### config.mk
export PLATFORM = sky130hd
export DESIGN_NAME = http_request_line_checker_unit
export DESIGN_NICKNAME = d
export VERILOG_FILES = /design/src/rtl/hrlc_pkg.sv /design/src/rtl/hrlc_front.sv /design/src/rtl/hrlc_queue.sv /design/src/rtl/hrlc_back.sv /design/src/rtl/http_request_line_checker_unit.sv
export SDC_FILE = /design/constraint.sdc
export NUM_CORES = 1
export LEC_CHECK = 0
export BUFFER_PORTS_ARGS = -buffer_cell sky130_fd_sc_hd__buf_2
export CAP_MARGIN = 10
export CORE_MARGIN = 2
export CORE_UTILIZATION = 35
export CTS_CLUSTER_DIAMETER = 60
export DETAILED_ROUTE_END_ITERATION = 10
export GPL_TIMING_DRIVEN = 0
export PLACE_DENSITY_LB_ADDON = 0.25
export SETUP_SLACK_MARGIN = 0.4
export SYNTH_ARGS = -nofsm -noshare
export SYNTH_HDL_FRONTEND = slang
export SYNTH_SLANG_ARGS = --single-unit
### constraint.sdc
create_clock -name clk_i -period 5.2 [get_ports clk_i]
set_input_delay 0.26 -clock clk_i [delete_from_list [all_inputs] [get_ports clk_i]]
set_output_delay 0.26 -clock clk_i [all_outputs]
set_load 0.005 [all_outputs]
### src/rtl/hrlc_pkg.sv
`timescale 1ns / 1ps

package hrlc_pkg;

  // Depth of the queue between the byte classifier and the parser.
  localparam int unsigned QueueDepthDefault = 4;

  localparam logic [7:0] ChCr    = 8'd13;
  localparam logic [7:0] ChLf    = 8'd10;
  localparam logic [7:0] ChSp    = 8'd32;
  localparam logic [7:0] ChDot   = 8'h2e;
  localparam logic [7:0] ChSlash = 8'h2f;
  localparam logic [7:0] ChLowA  = 8'h61;
  localparam logic [7:0] ChLowZ  = 8'h7a;
  localparam logic [7:0] CaseGap = 8'd32;

  // Result status codes.
  typedef enum logic [2:0] {
    ST_BUSY     = 3'd0,
    ST_ACCEPT   = 3'd1,
    ST_COMPLETE = 3'd2,
    ST_ERROR    = 3'd3,
    ST_IGNORED  = 3'd4
  } status_e;

  // Field that a byte belongs to.
  typedef enum logic [2:0] {
    TAG_METHOD  = 3'd0,
    TAG_PATH    = 3'd1,
    TAG_VERSION = 3'd2,
    TAG_HEADERS = 3'd3,
    TAG_NONE    = 3'd4
  } field_tag_e;

  typedef enum logic [1:0] {
    MTH_NONE = 2'd0,
    MTH_GET  = 2'd1,
    MTH_POST = 2'd2
  } method_e;

  // Parser phases, one-hot.
  typedef enum logic [5:0] {
    PH_METHOD  = 6'b000001,
    PH_PATH    = 6'b000010,
    PH_VERSION = 6'b000100,
    PH_HEADERS = 6'b001000,
    PH_DONE    = 6'b010000,
    PH_ERROR   = 6'b100000
  } phase_e;

  // A classified byte as it travels through the queue.
  typedef struct packed {
    logic [7:0] upper;
    logic       is_cr;
    logic       is_lf;
    logic       is_sp;
    logic       is_dot;
    logic       is_slash;
    logic       start;
  } byte_class_t;

  function automatic logic [7:0] get_char(input logic [1:0] pos);
    logic [7:0] c;
    case (pos)
      2'd0:    c = 8'h47;
      2'd1:    c = 8'h45;
      default: c = 8'h54;
    endcase
    return c;
  endfunction

  function automatic logic [7:0] post_char(input logic [1:0] pos);
    logic [7:0] c;
    case (pos)
      2'd0:    c = 8'h50;
      2'd1:    c = 8'h4f;
      2'd2:    c = 8'h53;
      default: c = 8'h54;
    endcase
    return c;
  endfunction

  function automatic logic [7:0] version_char(input logic [2:0] pos);
    logic [7:0] c;
    case (pos)
      3'd0:    c = 8'h48;
      3'd1:    c = 8'h54;
      3'd2:    c = 8'h54;
      3'd3:    c = 8'h50;
      3'd4:    c = 8'h2f;
      3'd5:    c = 8'h31;
      default: c = 8'h2e;
    endcase
    return c;
  endfunction

endpackage

### src/rtl/hrlc_front.sv
`timescale 1ns / 1ps

module hrlc_front
  import hrlc_pkg::*;
(
  input  logic        in_valid_i,
  output logic        in_stall_o,
  input  logic [7:0]  data_byte_i,
  input  logic        start_request_i,
  input  logic        queue_full_i,
  output logic        push_o,
  output byte_class_t class_o
);

  logic is_lower;

  assign in_stall_o = queue_full_i;
  assign push_o     = in_valid_i && !queue_full_i;

  // Fold lower-case letters to upper case so that the prefix checks ignore case.
  assign is_lower = (data_byte_i >= ChLowA) && (data_byte_i <= ChLowZ);

  always_comb begin
    class_o.upper    = is_lower ? (data_byte_i - CaseGap) : data_byte_i;
    class_o.is_cr    = data_byte_i == ChCr;
    class_o.is_lf    = data_byte_i == ChLf;
    class_o.is_sp    = data_byte_i == ChSp;
    class_o.is_dot   = data_byte_i == ChDot;
    class_o.is_slash = data_byte_i == ChSlash;
    class_o.start    = start_request_i;
  end

endmodule

### src/rtl/hrlc_queue.sv
`timescale 1ns / 1ps

module hrlc_queue
  import hrlc_pkg::*;
#(
  parameter int unsigned Depth = QueueDepthDefault
) (
  input  logic        clk_i,
  input  logic        rst_ni,
  input  logic        push_i,
  input  byte_class_t wdata_i,
  output logic        full_o,
  input  logic        pop_i,
  output logic        valid_o,
  output byte_class_t rdata_o
);

  localparam int unsigned PtrW = (Depth > 1) ? $clog2(Depth) : 1;
  localparam int unsigned CntW = $clog2(Depth + 1);
  localparam logic [PtrW-1:0] LastPtr = PtrW'(Depth - 1);
  localparam logic [CntW-1:0] FullCnt = CntW'(Depth);

  byte_class_t            entries_q [Depth];
  logic        [PtrW-1:0] wr_ptr_q, wr_ptr_d;
  logic        [PtrW-1:0] rd_ptr_q, rd_ptr_d;
  logic        [CntW-1:0] count_q, count_d;

  assign full_o  = count_q == FullCnt;
  assign valid_o = count_q != '0;
  assign rdata_o = entries_q[rd_ptr_q];

  always_comb begin
    wr_ptr_d = wr_ptr_q;
    rd_ptr_d = rd_ptr_q;
    count_d  = count_q;
    if (push_i) begin
      wr_ptr_d = (wr_ptr_q == LastPtr) ? '0 : wr_ptr_q + 1'b1;
    end
    if (pop_i) begin
      rd_ptr_d = (rd_ptr_q == LastPtr) ? '0 : rd_ptr_q + 1'b1;
    end
    if (push_i && !pop_i) begin
      count_d = count_q + 1'b1;
    end else if (pop_i && !push_i) begin
      count_d = count_q - 1'b1;
    end
  end

  always_ff @(posedge clk_i or negedge rst_ni) begin
    if (!rst_ni) begin
      wr_ptr_q <= '0;
      rd_ptr_q <= '0;
      count_q  <= '0;
    end else begin
      wr_ptr_q <= wr_ptr_d;
      rd_ptr_q <= rd_ptr_d;
      count_q  <= count_d;
    end
  end

  always_ff @(posedge clk_i) begin
    if (push_i) begin
      entries_q[wr_ptr_q] <= wdata_i;
    end
  end

  a_count_bounded : assert property (@(posedge clk_i) disable iff (!rst_ni)
    count_q <= FullCnt)
    else $error("queue count beyond its depth");

  a_push_grows : assert property (@(posedge clk_i) disable iff (!rst_ni)
    push_i && !pop_i |=> count_q == $past(count_q) + 1'b1)
    else $error("push without pop did not grow the queue");

  a_no_pop_empty : assert property (@(posedge clk_i) disable iff (!rst_ni)
    pop_i |-> valid_o)
    else $error("pop from an empty queue");

endmodule

### src/rtl/hrlc_back.sv
`timescale 1ns / 1ps

module hrlc_back
  import hrlc_pkg::*;
(
  input  logic        clk_i,
  input  logic        rst_ni,
  input  logic        entry_valid_i,
  input  byte_class_t entry_i,
  output logic        pop_o,
  output logic        out_valid_o,
  input  logic        out_stall_i,
  output logic [2:0]  status_o,
  output logic [1:0]  method_code_o,
  output logic [2:0]  field_tag_o
);

  phase_e     phase_q, phase_d, cur_phase;
  logic [2:0] mpos_q, mpos_d, cur_mpos;
  logic       get_ok_q, get_ok_d, cur_get_ok;
  logic       post_ok_q, post_ok_d, cur_post_ok;
  logic       ver_ok_q, ver_ok_d, cur_ver_ok;
  logic [1:0] dd_prog_q, dd_prog_d, cur_dd_prog;
  logic       has_dd_q, has_dd_d, cur_has_dd;
  logic [1:0] le_prog_q, le_prog_d, cur_le_prog;
  method_e    mkind_q, mkind_d, cur_mkind;

  status_e    status_d;
  field_tag_e tag_d;
  logic       line_ok;
  logic [2:0] mpos_bumped;

  logic       out_valid_q;
  status_e    status_q;
  method_e    method_q;
  field_tag_e tag_q;

  // Take the next queued byte whenever the output register is free or being drained.
  assign pop_o = entry_valid_i && (!out_valid_q || !out_stall_i);

  always_comb begin
    if (entry_i.start) begin
      cur_phase   = PH_METHOD;
      cur_mpos    = '0;
      cur_get_ok  = 1'b1;
      cur_post_ok = 1'b1;
      cur_ver_ok  = 1'b1;
      cur_dd_prog = '0;
      cur_has_dd  = 1'b0;
      cur_le_prog = '0;
      cur_mkind   = MTH_NONE;
    end else begin
      cur_phase   = phase_q;
      cur_mpos    = mpos_q;
      cur_get_ok  = get_ok_q;
      cur_post_ok = post_ok_q;
      cur_ver_ok  = ver_ok_q;
      cur_dd_prog = dd_prog_q;
      cur_has_dd  = has_dd_q;
      cur_le_prog = le_prog_q;
      cur_mkind   = mkind_q;
    end
  end

  assign mpos_bumped = (cur_mpos == 3'd7) ? cur_mpos : cur_mpos + 3'd1;
  assign line_ok = (cur_phase == PH_VERSION) && (cur_mkind != MTH_NONE) && !cur_has_dd &&
                   cur_ver_ok && (cur_mpos == 3'd7);

  always_comb begin
    phase_d   = cur_phase;
    mpos_d    = cur_mpos;
    get_ok_d  = cur_get_ok;
    post_ok_d = cur_post_ok;
    ver_ok_d  = cur_ver_ok;
    dd_prog_d = cur_dd_prog;
    has_dd_d  = cur_has_dd;
    le_prog_d = cur_le_prog;
    mkind_d   = cur_mkind;
    status_d  = ST_BUSY;
    tag_d     = TAG_NONE;
    unique case (cur_phase) inside
      PH_METHOD, PH_PATH, PH_VERSION: begin
        if (entry_i.is_lf && cur_le_prog == 2'd1) begin
          if (line_ok) begin
            status_d  = ST_ACCEPT;
            phase_d   = PH_HEADERS;
            le_prog_d = 2'd2;
          end else begin
            status_d  = ST_ERROR;
            phase_d   = PH_ERROR;
            le_prog_d = 2'd0;
          end
        end else begin
          le_prog_d = entry_i.is_cr ? 2'd1 : 2'd0;
          if (cur_phase == PH_METHOD) begin
            if (entry_i.is_sp) begin
              if (cur_get_ok && cur_mpos >= 3'd3) begin
                mkind_d = MTH_GET;
              end else if (cur_post_ok && cur_mpos >= 3'd4) begin
                mkind_d = MTH_POST;
              end else begin
                mkind_d = MTH_NONE;
              end
              mpos_d  = '0;
              phase_d = PH_PATH;
            end else begin
              tag_d = TAG_METHOD;
              if (cur_mpos < 3'd3 && entry_i.upper != get_char(cur_mpos[1:0])) begin
                get_ok_d = 1'b0;
              end
              if (cur_mpos < 3'd4 && entry_i.upper != post_char(cur_mpos[1:0])) begin
                post_ok_d = 1'b0;
              end
              mpos_d = mpos_bumped;
            end
          end else if (cur_phase == PH_PATH) begin
            if (entry_i.is_sp) begin
              mpos_d  = '0;
              phase_d = PH_VERSION;
            end else begin
              tag_d = TAG_PATH;
              if (entry_i.is_dot) begin
                if (cur_dd_prog < 2'd2) begin
                  dd_prog_d = cur_dd_prog + 2'd1;
                end
              end else begin
                if (entry_i.is_slash && cur_dd_prog == 2'd2) begin
                  has_dd_d = 1'b1;
                end
                dd_prog_d = 2'd0;
              end
            end
          end else begin
            tag_d = TAG_VERSION;
            if (cur_mpos < 3'd7 && entry_i.upper != version_char(cur_mpos)) begin
              ver_ok_d = 1'b0;
            end
            mpos_d = mpos_bumped;
          end
        end
      end
      PH_HEADERS: begin
        tag_d = TAG_HEADERS;
        if (entry_i.is_cr) begin
          le_prog_d = (cur_le_prog == 2'd2) ? 2'd3 : 2'd1;
        end else if (entry_i.is_lf) begin
          if (cur_le_prog == 2'd3) begin
            status_d  = ST_COMPLETE;
            phase_d   = PH_DONE;
            le_prog_d = 2'd0;
          end else if (cur_le_prog == 2'd1) begin
            le_prog_d = 2'd2;
          end else begin
            le_prog_d = 2'd0;
          end
        end else begin
          le_prog_d = 2'd0;
        end
      end
      PH_DONE: begin
        status_d = ST_IGNORED;
      end
      default: begin
        status_d = ST_ERROR;
      end
    endcase
  end

  always_ff @(posedge clk_i or negedge rst_ni) begin
    if (!rst_ni) begin
      phase_q     <= PH_METHOD;
      mpos_q      <= '0;
      get_ok_q    <= 1'b1;
      post_ok_q   <= 1'b1;
      ver_ok_q    <= 1'b1;
      dd_prog_q   <= '0;
      has_dd_q    <= 1'b0;
      le_prog_q   <= '0;
      mkind_q     <= MTH_NONE;
      out_valid_q <= 1'b0;
    end else begin
      if (pop_o) begin
        phase_q     <= phase_d;
        mpos_q      <= mpos_d;
        get_ok_q    <= get_ok_d;
        post_ok_q   <= post_ok_d;
        ver_ok_q    <= ver_ok_d;
        dd_prog_q   <= dd_prog_d;
        has_dd_q    <= has_dd_d;
        le_prog_q   <= le_prog_d;
        mkind_q     <= mkind_d;
        out_valid_q <= 1'b1;
      end else if (!out_stall_i) begin
        out_valid_q <= 1'b0;
      end
    end
  end

  always_ff @(posedge clk_i) begin
    if (pop_o) begin
      status_q <= status_d;
      method_q <= mkind_d;
      tag_q    <= tag_d;
    end
  end

  assign out_valid_o   = out_valid_q;
  assign status_o      = status_q;
  assign method_code_o = method_q;
  assign field_tag_o   = tag_q;

  a_pop_fills_output : assert property (@(posedge clk_i) disable iff (!rst_ni)
    pop_o |=> out_valid_q)
    else $error("popped byte produced no result");

  a_accept_untagged : assert property (@(posedge clk_i) disable iff (!rst_ni)
    out_valid_q && status_q == ST_ACCEPT |-> tag_q == TAG_NONE && method_q != MTH_NONE)
    else $error("accepted start line with a tag or without a method");

  a_complete_in_headers : assert property (@(posedge clk_i) disable iff (!rst_ni)
    out_valid_q && status_q == ST_COMPLETE |-> tag_q == TAG_HEADERS)
    else $error("completion outside the header section");

endmodule

### src/rtl/http_request_line_checker_unit.sv
`timescale 1ns / 1ps

// HTTP request line checker. The unit takes a request one byte per item and returns
// one result item per byte: a status (busy, start line accepted, request complete,
// error, byte ignored), the method recognised so far (GET or POST) and the field the
// byte belongs to. The start line is split at its first two spaces; at its CR LF the
// method must begin with GET or POST, the path must not hold "../" and the version
// must begin with "HTTP/1." (letters compared without regard to case), otherwise the
// unit reports a sticky error until an item arrives with start_request_i set. After
// an accepted line the unit reports completion at the blank line that closes the
// headers. Throughput is one item per clock cycle, sustained while the result side
// does not stall: the front classifier and the back parser each handle one byte a
// cycle, and the parser's state update is a single combinational step. A result
// passes through the queue and then the output register. The queue of QueueDepth
// entries between the two halves absorbs stalls on the result side, so the input
// keeps flowing until the queue fills while a finished result waits to be taken.
module http_request_line_checker_unit
  import hrlc_pkg::*;
#(
  parameter int unsigned QueueDepth = QueueDepthDefault
) (
  input  logic       clk_i,
  input  logic       rst_ni,
  input  logic       in_valid_i,
  output logic       in_stall_o,
  input  logic [7:0] data_byte_i,
  input  logic       start_request_i,
  output logic       out_valid_o,
  input  logic       out_stall_i,
  output logic [2:0] status_o,
  output logic [1:0] method_code_o,
  output logic [2:0] field_tag_o
);

  // Classified bytes pass from the front half to the parser through the queue.
  byte_class_t push_class;
  byte_class_t head_class;
  logic        push;
  logic        pop;
  logic        queue_full;
  logic        queue_valid;

  hrlc_front u_front (
    .in_valid_i      (in_valid_i),
    .in_stall_o      (in_stall_o),
    .data_byte_i     (data_byte_i),
    .start_request_i (start_request_i),
    .queue_full_i    (queue_full),
    .push_o          (push),
    .class_o         (push_class)
  );

  hrlc_queue #(
    .Depth (QueueDepth)
  ) u_queue (
    .clk_i   (clk_i),
    .rst_ni  (rst_ni),
    .push_i  (push),
    .wdata_i (push_class),
    .full_o  (queue_full),
    .pop_i   (pop),
    .valid_o (queue_valid),
    .rdata_o (head_class)
  );

  // The parser holds all request state and the output register.
  hrlc_back u_back (
    .clk_i         (clk_i),
    .rst_ni        (rst_ni),
    .entry_valid_i (queue_valid),
    .entry_i       (head_class),
    .pop_o         (pop),
    .out_valid_o   (out_valid_o),
    .out_stall_i   (out_stall_i),
    .status_o      (status_o),
    .method_code_o (method_code_o),
    .field_tag_o   (field_tag_o)
  );

endmodule
# Word level (Yosys, flattened, before mapping)
# Memory sizes are Yosys's and may differ from the RTL's.
# Cells that the tools add are included.
[word_totals]
memories = 1
register_bits = 35
word_cells = 197
out_inout_bits = 10
inputBits = 13
ramBits = 56
[memory_table]
columns = ["memory", "depth", "width", "rd", "rd_ports_with_merged_regs", "wr", "line_no", "rtl"]
rows = [
  ["u_queue.entries_q", 4, 14, 1, 0, 1, "hrlc_queue.sv:23", "byte_class_t entries_q [Depth];"],
]
[op_classes]
magnitude_cmp = 8
n_eq_ne = 29
n_reduce_logical = 30
n_addsub = 7
n_mux = 106
[ops]
columns = ["cell", "count"]
rows = [
  ["8-bit two-way mux", 13],
  ["6-bit two-way mux", 10],
  ["2-bit two-way mux", 28],
  ["3-bit two-way mux", 17],
  ["7-bit case mux with 5 select lines", 1],
  ["1-bit two-way mux", 31],
  ["8-bit by 6-bit == test with 1-bit output, second input constant", 3],
  ["8-bit inequality test", 3],
  ["8-bit by 4-bit == test with 1-bit output, second input constant", 2],
  ["1-bit logical AND", 16],
  ["5-bit case mux with 3 select lines", 1],
  ["2-bit == test, second input constant", 6],
  ["3-bit == test, second input constant", 4],
  ["6-bit case mux with 2 select lines", 1],
  ["5-bit case mux with 2 select lines", 1],
  ["3-bit case mux with 3 select lines", 1],
  ["8-bit by 7-bit greater-or-equal comparator with 1-bit output, second input constant", 1],
  ["8-bit by 7-bit less-or-equal comparator with 1-bit output, second input constant", 1],
  ["8-bit by 6-bit subtractor with 8-bit output, second input constant", 1],
  ["2-bit by 1-bit adder with 2-bit output, second input constant", 3],
  ["3-bit by 1-bit adder with 3-bit output, second input constant", 2],
  ["3-bit by 2-bit == test with 1-bit output, second input constant", 2],
  ["6-bit by 1-bit == test with 1-bit output, second input constant", 1],
  ["6-bit by 2-bit == test with 1-bit output, second input constant", 1],
  ["22 further kinds", 30],
]

# Depth between registers and ports, before layout
# An unclocked memory read counts as a cell.
[depth]
ltp_word = 16
mapped_depth = 12
ltp_nobuf = 11

# Cells and area by module
# Synthesis repeated with hierarchy kept, for this count alone.
[unflattened]
hier_cells = 353
hier_area_um2 = 4623.2
[modules_own_cells]
columns = ["module", "cells_each", "instances", "seq_area_each_um2", "area_each_um2"]
rows = [
  ["hrlc_queue", 110, 1, 1856.8, 2468.6],
  ["hrlc_back", 212, 1, 745.7, 1923.1],
  ["hrlc_front", 31, 1, 0.0, 231.5],
]

# Worst setup path before layout
# Ideal clock, no wire load.
[synth_path]
path_kind = "reg-to-reg"
from = "register u_queue.rd_ptr_q[1]"
to = "register u_back.status_q[1] (netlist: u_back.status_o[1]), data pin"
setup_ps = 262
t_required_ps = 4938
stages_incl_launch_ff = 11
path_buffers = 1
arrival_time_ps = 2103
period_less_slack_ps = 2365
slack_ps = 2835
path_cell_list = "dfrtp_1 > buf_2 > mux2i_1 > mux2_2 > nand2_1 > inv_1 > ha_1 > nand4_1 > nor4_1 > o21a_1 > o21ai_0"
[synth_via]
elab_chain_len = 10
elab_cells_between_ends = 29
classes_between = "8 x eq/ne; 12 x mux; 8 x reduce/logical; 1 x memory"
[synth_rtl]
columns = ["element", "line_no", "rtl"]
rows = [
  ["from (decl)", "hrlc_queue.sv:25", "logic [PtrW-1:0] rd_ptr_q, rd_ptr_d;"],
  ["from (signal assigned)", "hrlc_queue.sv:56", "rd_ptr_q <= rd_ptr_d;"],
  ["memory 4 x 14 bit (*)", "-", ""],
  ["6-bit two-way mux or 2-bit two-way mux (tied branches)", "hrlc_back.sv:42", "if (entry_i.start) begin"],
  ["6-bit by 3-bit == test with 1-bit output or 2-bit nonzero test (tied branches)", "hrlc_back.sv:66", "assign line_ok = (cur_phase == PH_VERSION) && (cur_mkind != MTH_NONE) && !cur_has_dd &&"],
  ["1-bit logical AND (3 in series)", "hrlc_back.sv:66", ""],
  ["1-bit logical AND", "hrlc_back.sv:67", "cur_ver_ok && (cur_mpos == 3'd7);"],
  ["2-bit two-way mux", "hrlc_back.sv:84", "if (line_ok) begin"],
  ["2-bit two-way mux", "hrlc_back.sv:83", "if (entry_i.is_lf && cur_le_prog == 2'd1) begin"],
  ["3-bit case mux with 3 select lines (*)", "hrlc_back.sv:81", "unique case (cur_phase) inside"],
  ["net u_back.status_d[1]", "hrlc_back.sv:28", "status_e status_d;"],
  ["to (signal assigned)", "hrlc_back.sv:201", "status_q <= status_d;"],
  ["to (decl)", "hrlc_back.sv:34", "status_e status_q;"],
]
# The timed path passes the listed nets; every way through them passes the cells marked *.
# A chain may end at the register's enable or synchronous reset.

# Worst setup path in the final report
# Ends and elaborated chain as after synthesis.

==> results.json <==
{
  "outcome": "finished clean",
  "post-route-min-period_ns": 3.009,
  "nNetsFinal": 432,
  "crit_fanout": 10,
  "cts_setup_buffers": 0,
  "synth_cells": 368,
  "rsz0062_at_grt": "no",
  "slowest_delay_ns": 0.59,
  "wl_per_cell_um": 16.42,
  "place_inst": 562,
  "die_h_um": 118.4,
  "fin_util_pct": 41.18,
  "diodes": 0,
  "initialDrtViolationCount": 146,
  "design_area_mm2": 0.005218,
  "clk_pin_slew_ns": 0.07,
  "postCtsResizedCells": 0,
  "avgSynthCellArea_um2": 12.44,
  "async_flop_share_pct": 29.67,
  "power_switching_w": 0.001191,
  "yosys_register_bits": 91,
  "rows": 41,
  "arrival_ns": 3.09,
  "cts_root_buf": "clkbuf_16",
  "drtAntennaViolNets": 0,
  "yosysUniqueCellTypes": 58,
  "synthFlopType": "edfxtp_1",
  "insertion_delay_ns": 0.35,
  "hold_depth": 3,
  "p_comb_share_pct": 43.1,
  "end_kind": "register",
  "place_area_mm2": 0.004903,
  "ir_drop_mv": 0.2474,
  "hold_path_class": "primary input to register",
  "fin_crit_sh_pct": 57.87,
  "ios": 23,
  "grt_use_total_pct": 14.55,
  "synth-compound-area-share_pct": 10.60,
  "drc": 0,
  "skew_ns": 0.009300,
  "core_mm2": 0.01267,
  "max_cap_violations": 0,
  "setup_tns_ns": 0,
  "grt_pass1_vias": 3036,
  "cts.sinks": 91,
  "grt_overflow": 0,
  "finalSetupViolCount": 0,
  "max_slew_margin_pct": 40.44,
  "worstPathCellList": "buf_2 -> mux2i_1 -> mux2_2 -> nand2_1 -> inv_1 -> ha_1 -> nand4_1 -> nor4_1 -> o21a_1 -> o21ai_0",
  "drive_above_1_share_pct": 17.20,
  "ys.warnings.count": 0,
  "swShare_pct": 38.82,
  "muxShareOfSynthArea_pct": 8.254,
  "ys_seq_area_share_pct": 56.85,
  "initial_core_util_pct": 36.13,
  "layout_common_cells": "64 x edfxtp_1, 34 x nand2_1, 26 x buf_2",
  "cp-start-kind": "register",
  "gp_congestion": 0.8888,
  "finalMaxSlewViolations": 0,
  "p_leak_nw": 1.928,
  "critPathRequiredTime_ns": 5.29,
  "synthAdderAreaFrac_pct": 4.810,
  "synth_top_family_by_area": "simple AND/OR/NAND/NOR gates",
  "seqPwrFrac_pct": 35.4,
  "grt_pass1_wl_mm": 16.03,
  "synth_area_mm2": 0.004578,
  "startpoint": "u_queue.rd_ptr_q[1]",
  "worst_pin_slew_ns": 0.8934,
  "hold_violations": 0,
  "wl_mm": 9.509,
  "antenna_found_initial": 0,
  "synth-simple-area-share_pct": 13.86,
  "p_per_area_mw_per_mm2": 588.0,
  "cts_max_level": 3,
  "die_area_mm2": 0.01401,
  "fmax_mhz": 332.3,
  "cp_slowest_cell": "nor4_1",
  "cts_tree": "built",
  "hpwl_mm": 6.691,
  "area_delta_synth_final_pct": 13.97,
  "cts_buffer_depth": 2,
  "synth_edf_count": 64,
  "dr_total_vias": 3019,
  "p_int_w": 0.001877,
  "grt_start_max_net_pins": 28,
  "fin_cells": 579,
  "path_class": "register to register",
  "first_pass_iters": 4,
  "synth.net_count": 398,
  "whs_ns": 0.1325,
  "die_w_um": 118.4,
  "holdCritStartpoint": "out_stall_i",
  "rr_worst_depth": 10,
  "synth-xor-area-share_pct": 2.487,
  "numCtsBuffers": 9,
  "layout_commonest_cell": "edfxtp_1",
  "hold_buffers": 1,
  "r2r_start": "u_queue.rd_ptr_q[1]",
  "numPortBuffers": 22,
  "vias_per_cell": 5.214,
  "clock_power_share_pct": 21.4
}
[logic make-up after synthesis]
logic type,Yosys count
mux,20
compound gates,71
xor+xnor,13
simple gates,123
fa+ha+maj,17
flops,91
buf+inv,33
[power groups by stage]
stage | clock network, W | registers [W] | logic, W
finish | 0.000657 | 0.00109 | 0.00132
global placement | 0 | 0.00109 | 0.00131
global route | 0.000705 | 0.00111 | 0.00148
floorplan | 0 | 0.00108 | 0.000990
detailed placement | 0 | 0.00110 | 0.00133
CTS | 0.000671 | 0.00109 | 0.00133
[sequential cells by signal (all words and copies together) (netlist names)]
| name | flops |
|---|---|
| u_back.ver_ok_q | 1 |
| u_back.mkind_q | 2 |
| u_back.has_dd_q | 1 |
| u_back.mpos_q | 3 |
| u_back.get_ok_q | 1 |
| u_back.status_o | 3 |
| u_queue.count_q | 3 |
| u_back.method_code_o | 2 |
| u_back.field_tag_o | 3 |
| u_queue.rd_ptr_q | 2 |
| u_back.out_valid_o | 1 |
| u_back.le_prog_q | 2 |
| u_back.phase_q | 6 |
| u_queue.entries_q | 56 |
| u_back.post_ok_q | 1 |
| u_queue.wr_ptr_q | 2 |
| u_back.dd_prog_q | 2 |
[layer usage]
metal | vias up | routed length, um | global-route usage [%]
met5 | - | 0 | 0
met3 | 13 | 315 | 3.089
li1 | 1452 | - | -
met4 | 0 | 136 | 4.762
met2 | 63 | 4382 | 22.80
met1 | 1491 | 4674 | 20.17
[metrics by stage]
stage | setup slack [ns] | power, W
floorplan | 2.835 | 0.002073
global placement | 2.233 | 0.002402
detailed placement | 2.173 | 0.002432
CTS | 2.144 | 0.003093
global route | 1.898 | 0.003290
finish | 2.191 | 0.003068
[synthesized netlist by cell type, drive strengths merged (3+ instances only)]
cell type / count / area [um^2]
inv: 19 / 71.32
mux4: 14 / 315.3
and2: 5 / 31.28
xnor2: 8 / 70.07
dfrtp: 23 / 575.6
nand2: 34 / 127.6
a21oi: 13 / 65.06
a21o: 4 / 30.03
buf: 6 / 42.54
edfxtp: 64 / 1922
nand3: 8 / 40.04
nor3: 12 / 65.06
o22ai: 4 / 25.02
nor4: 6 / 37.54
clkbuf: 8 / 30.03
nor3b: 5 / 37.54
nor2: 23 / 86.33
dfstp: 4 / 105.1
or3: 4 / 25.02
mux2i: 4 / 40.04
nor2b: 3 / 18.77
ha: 16 / 200.2
nand4: 3 / 18.77
xor2: 5 / 43.79
nand2b: 11 / 68.82
a211oi: 3 / 27.52
o21ai: 20 / 100.1
o21a: 4 / 30.03
[path summary, 6_finish.rpt]
path | to | slack (ns)
setup / recovery | u_back.status_o[1] | 2.19
hold / removal | u_back.out_valid_o | 0.13
setup reg to reg | u_back.status_o[1] | 2.19
hold reg to reg | u_queue.count_q[2] | 0.49
max in group asynchronous | u_queue.wr_ptr_q[0] | 4.32
min in group asynchronous | u_back.mkind_q[1] | 0.47
[area by class of cell]
cell class | count | area, um^2
Clock inverter | 7 | 78.83
Sequential cell | 91 | 2603
Inverter | 19 | 71.32
Tap cell | 172 | 215.2
Fill cell | 1233 | 7453
Buffer | 14 | 72.57
Multi-Input combinational cell | 244 | 1832
Timing Repair Buffer | 23 | 120.1
Clock buffer | 9 | 225.2
[worst max-delay path, delay by kind of cell (launching register included)]
| family | cells | cell delay [ns] |
|---|---|---|
| fa+ha+maj | 1 | 0.31 |
| simple gates | 3 | 0.90 |
| buf+inv | 2 | 0.43 |
| mux | 2 | 0.48 |
| compound gates | 2 | 0.27 |
| flops | 1 | 0.35 |
Power figures use the tool's default switching activity.
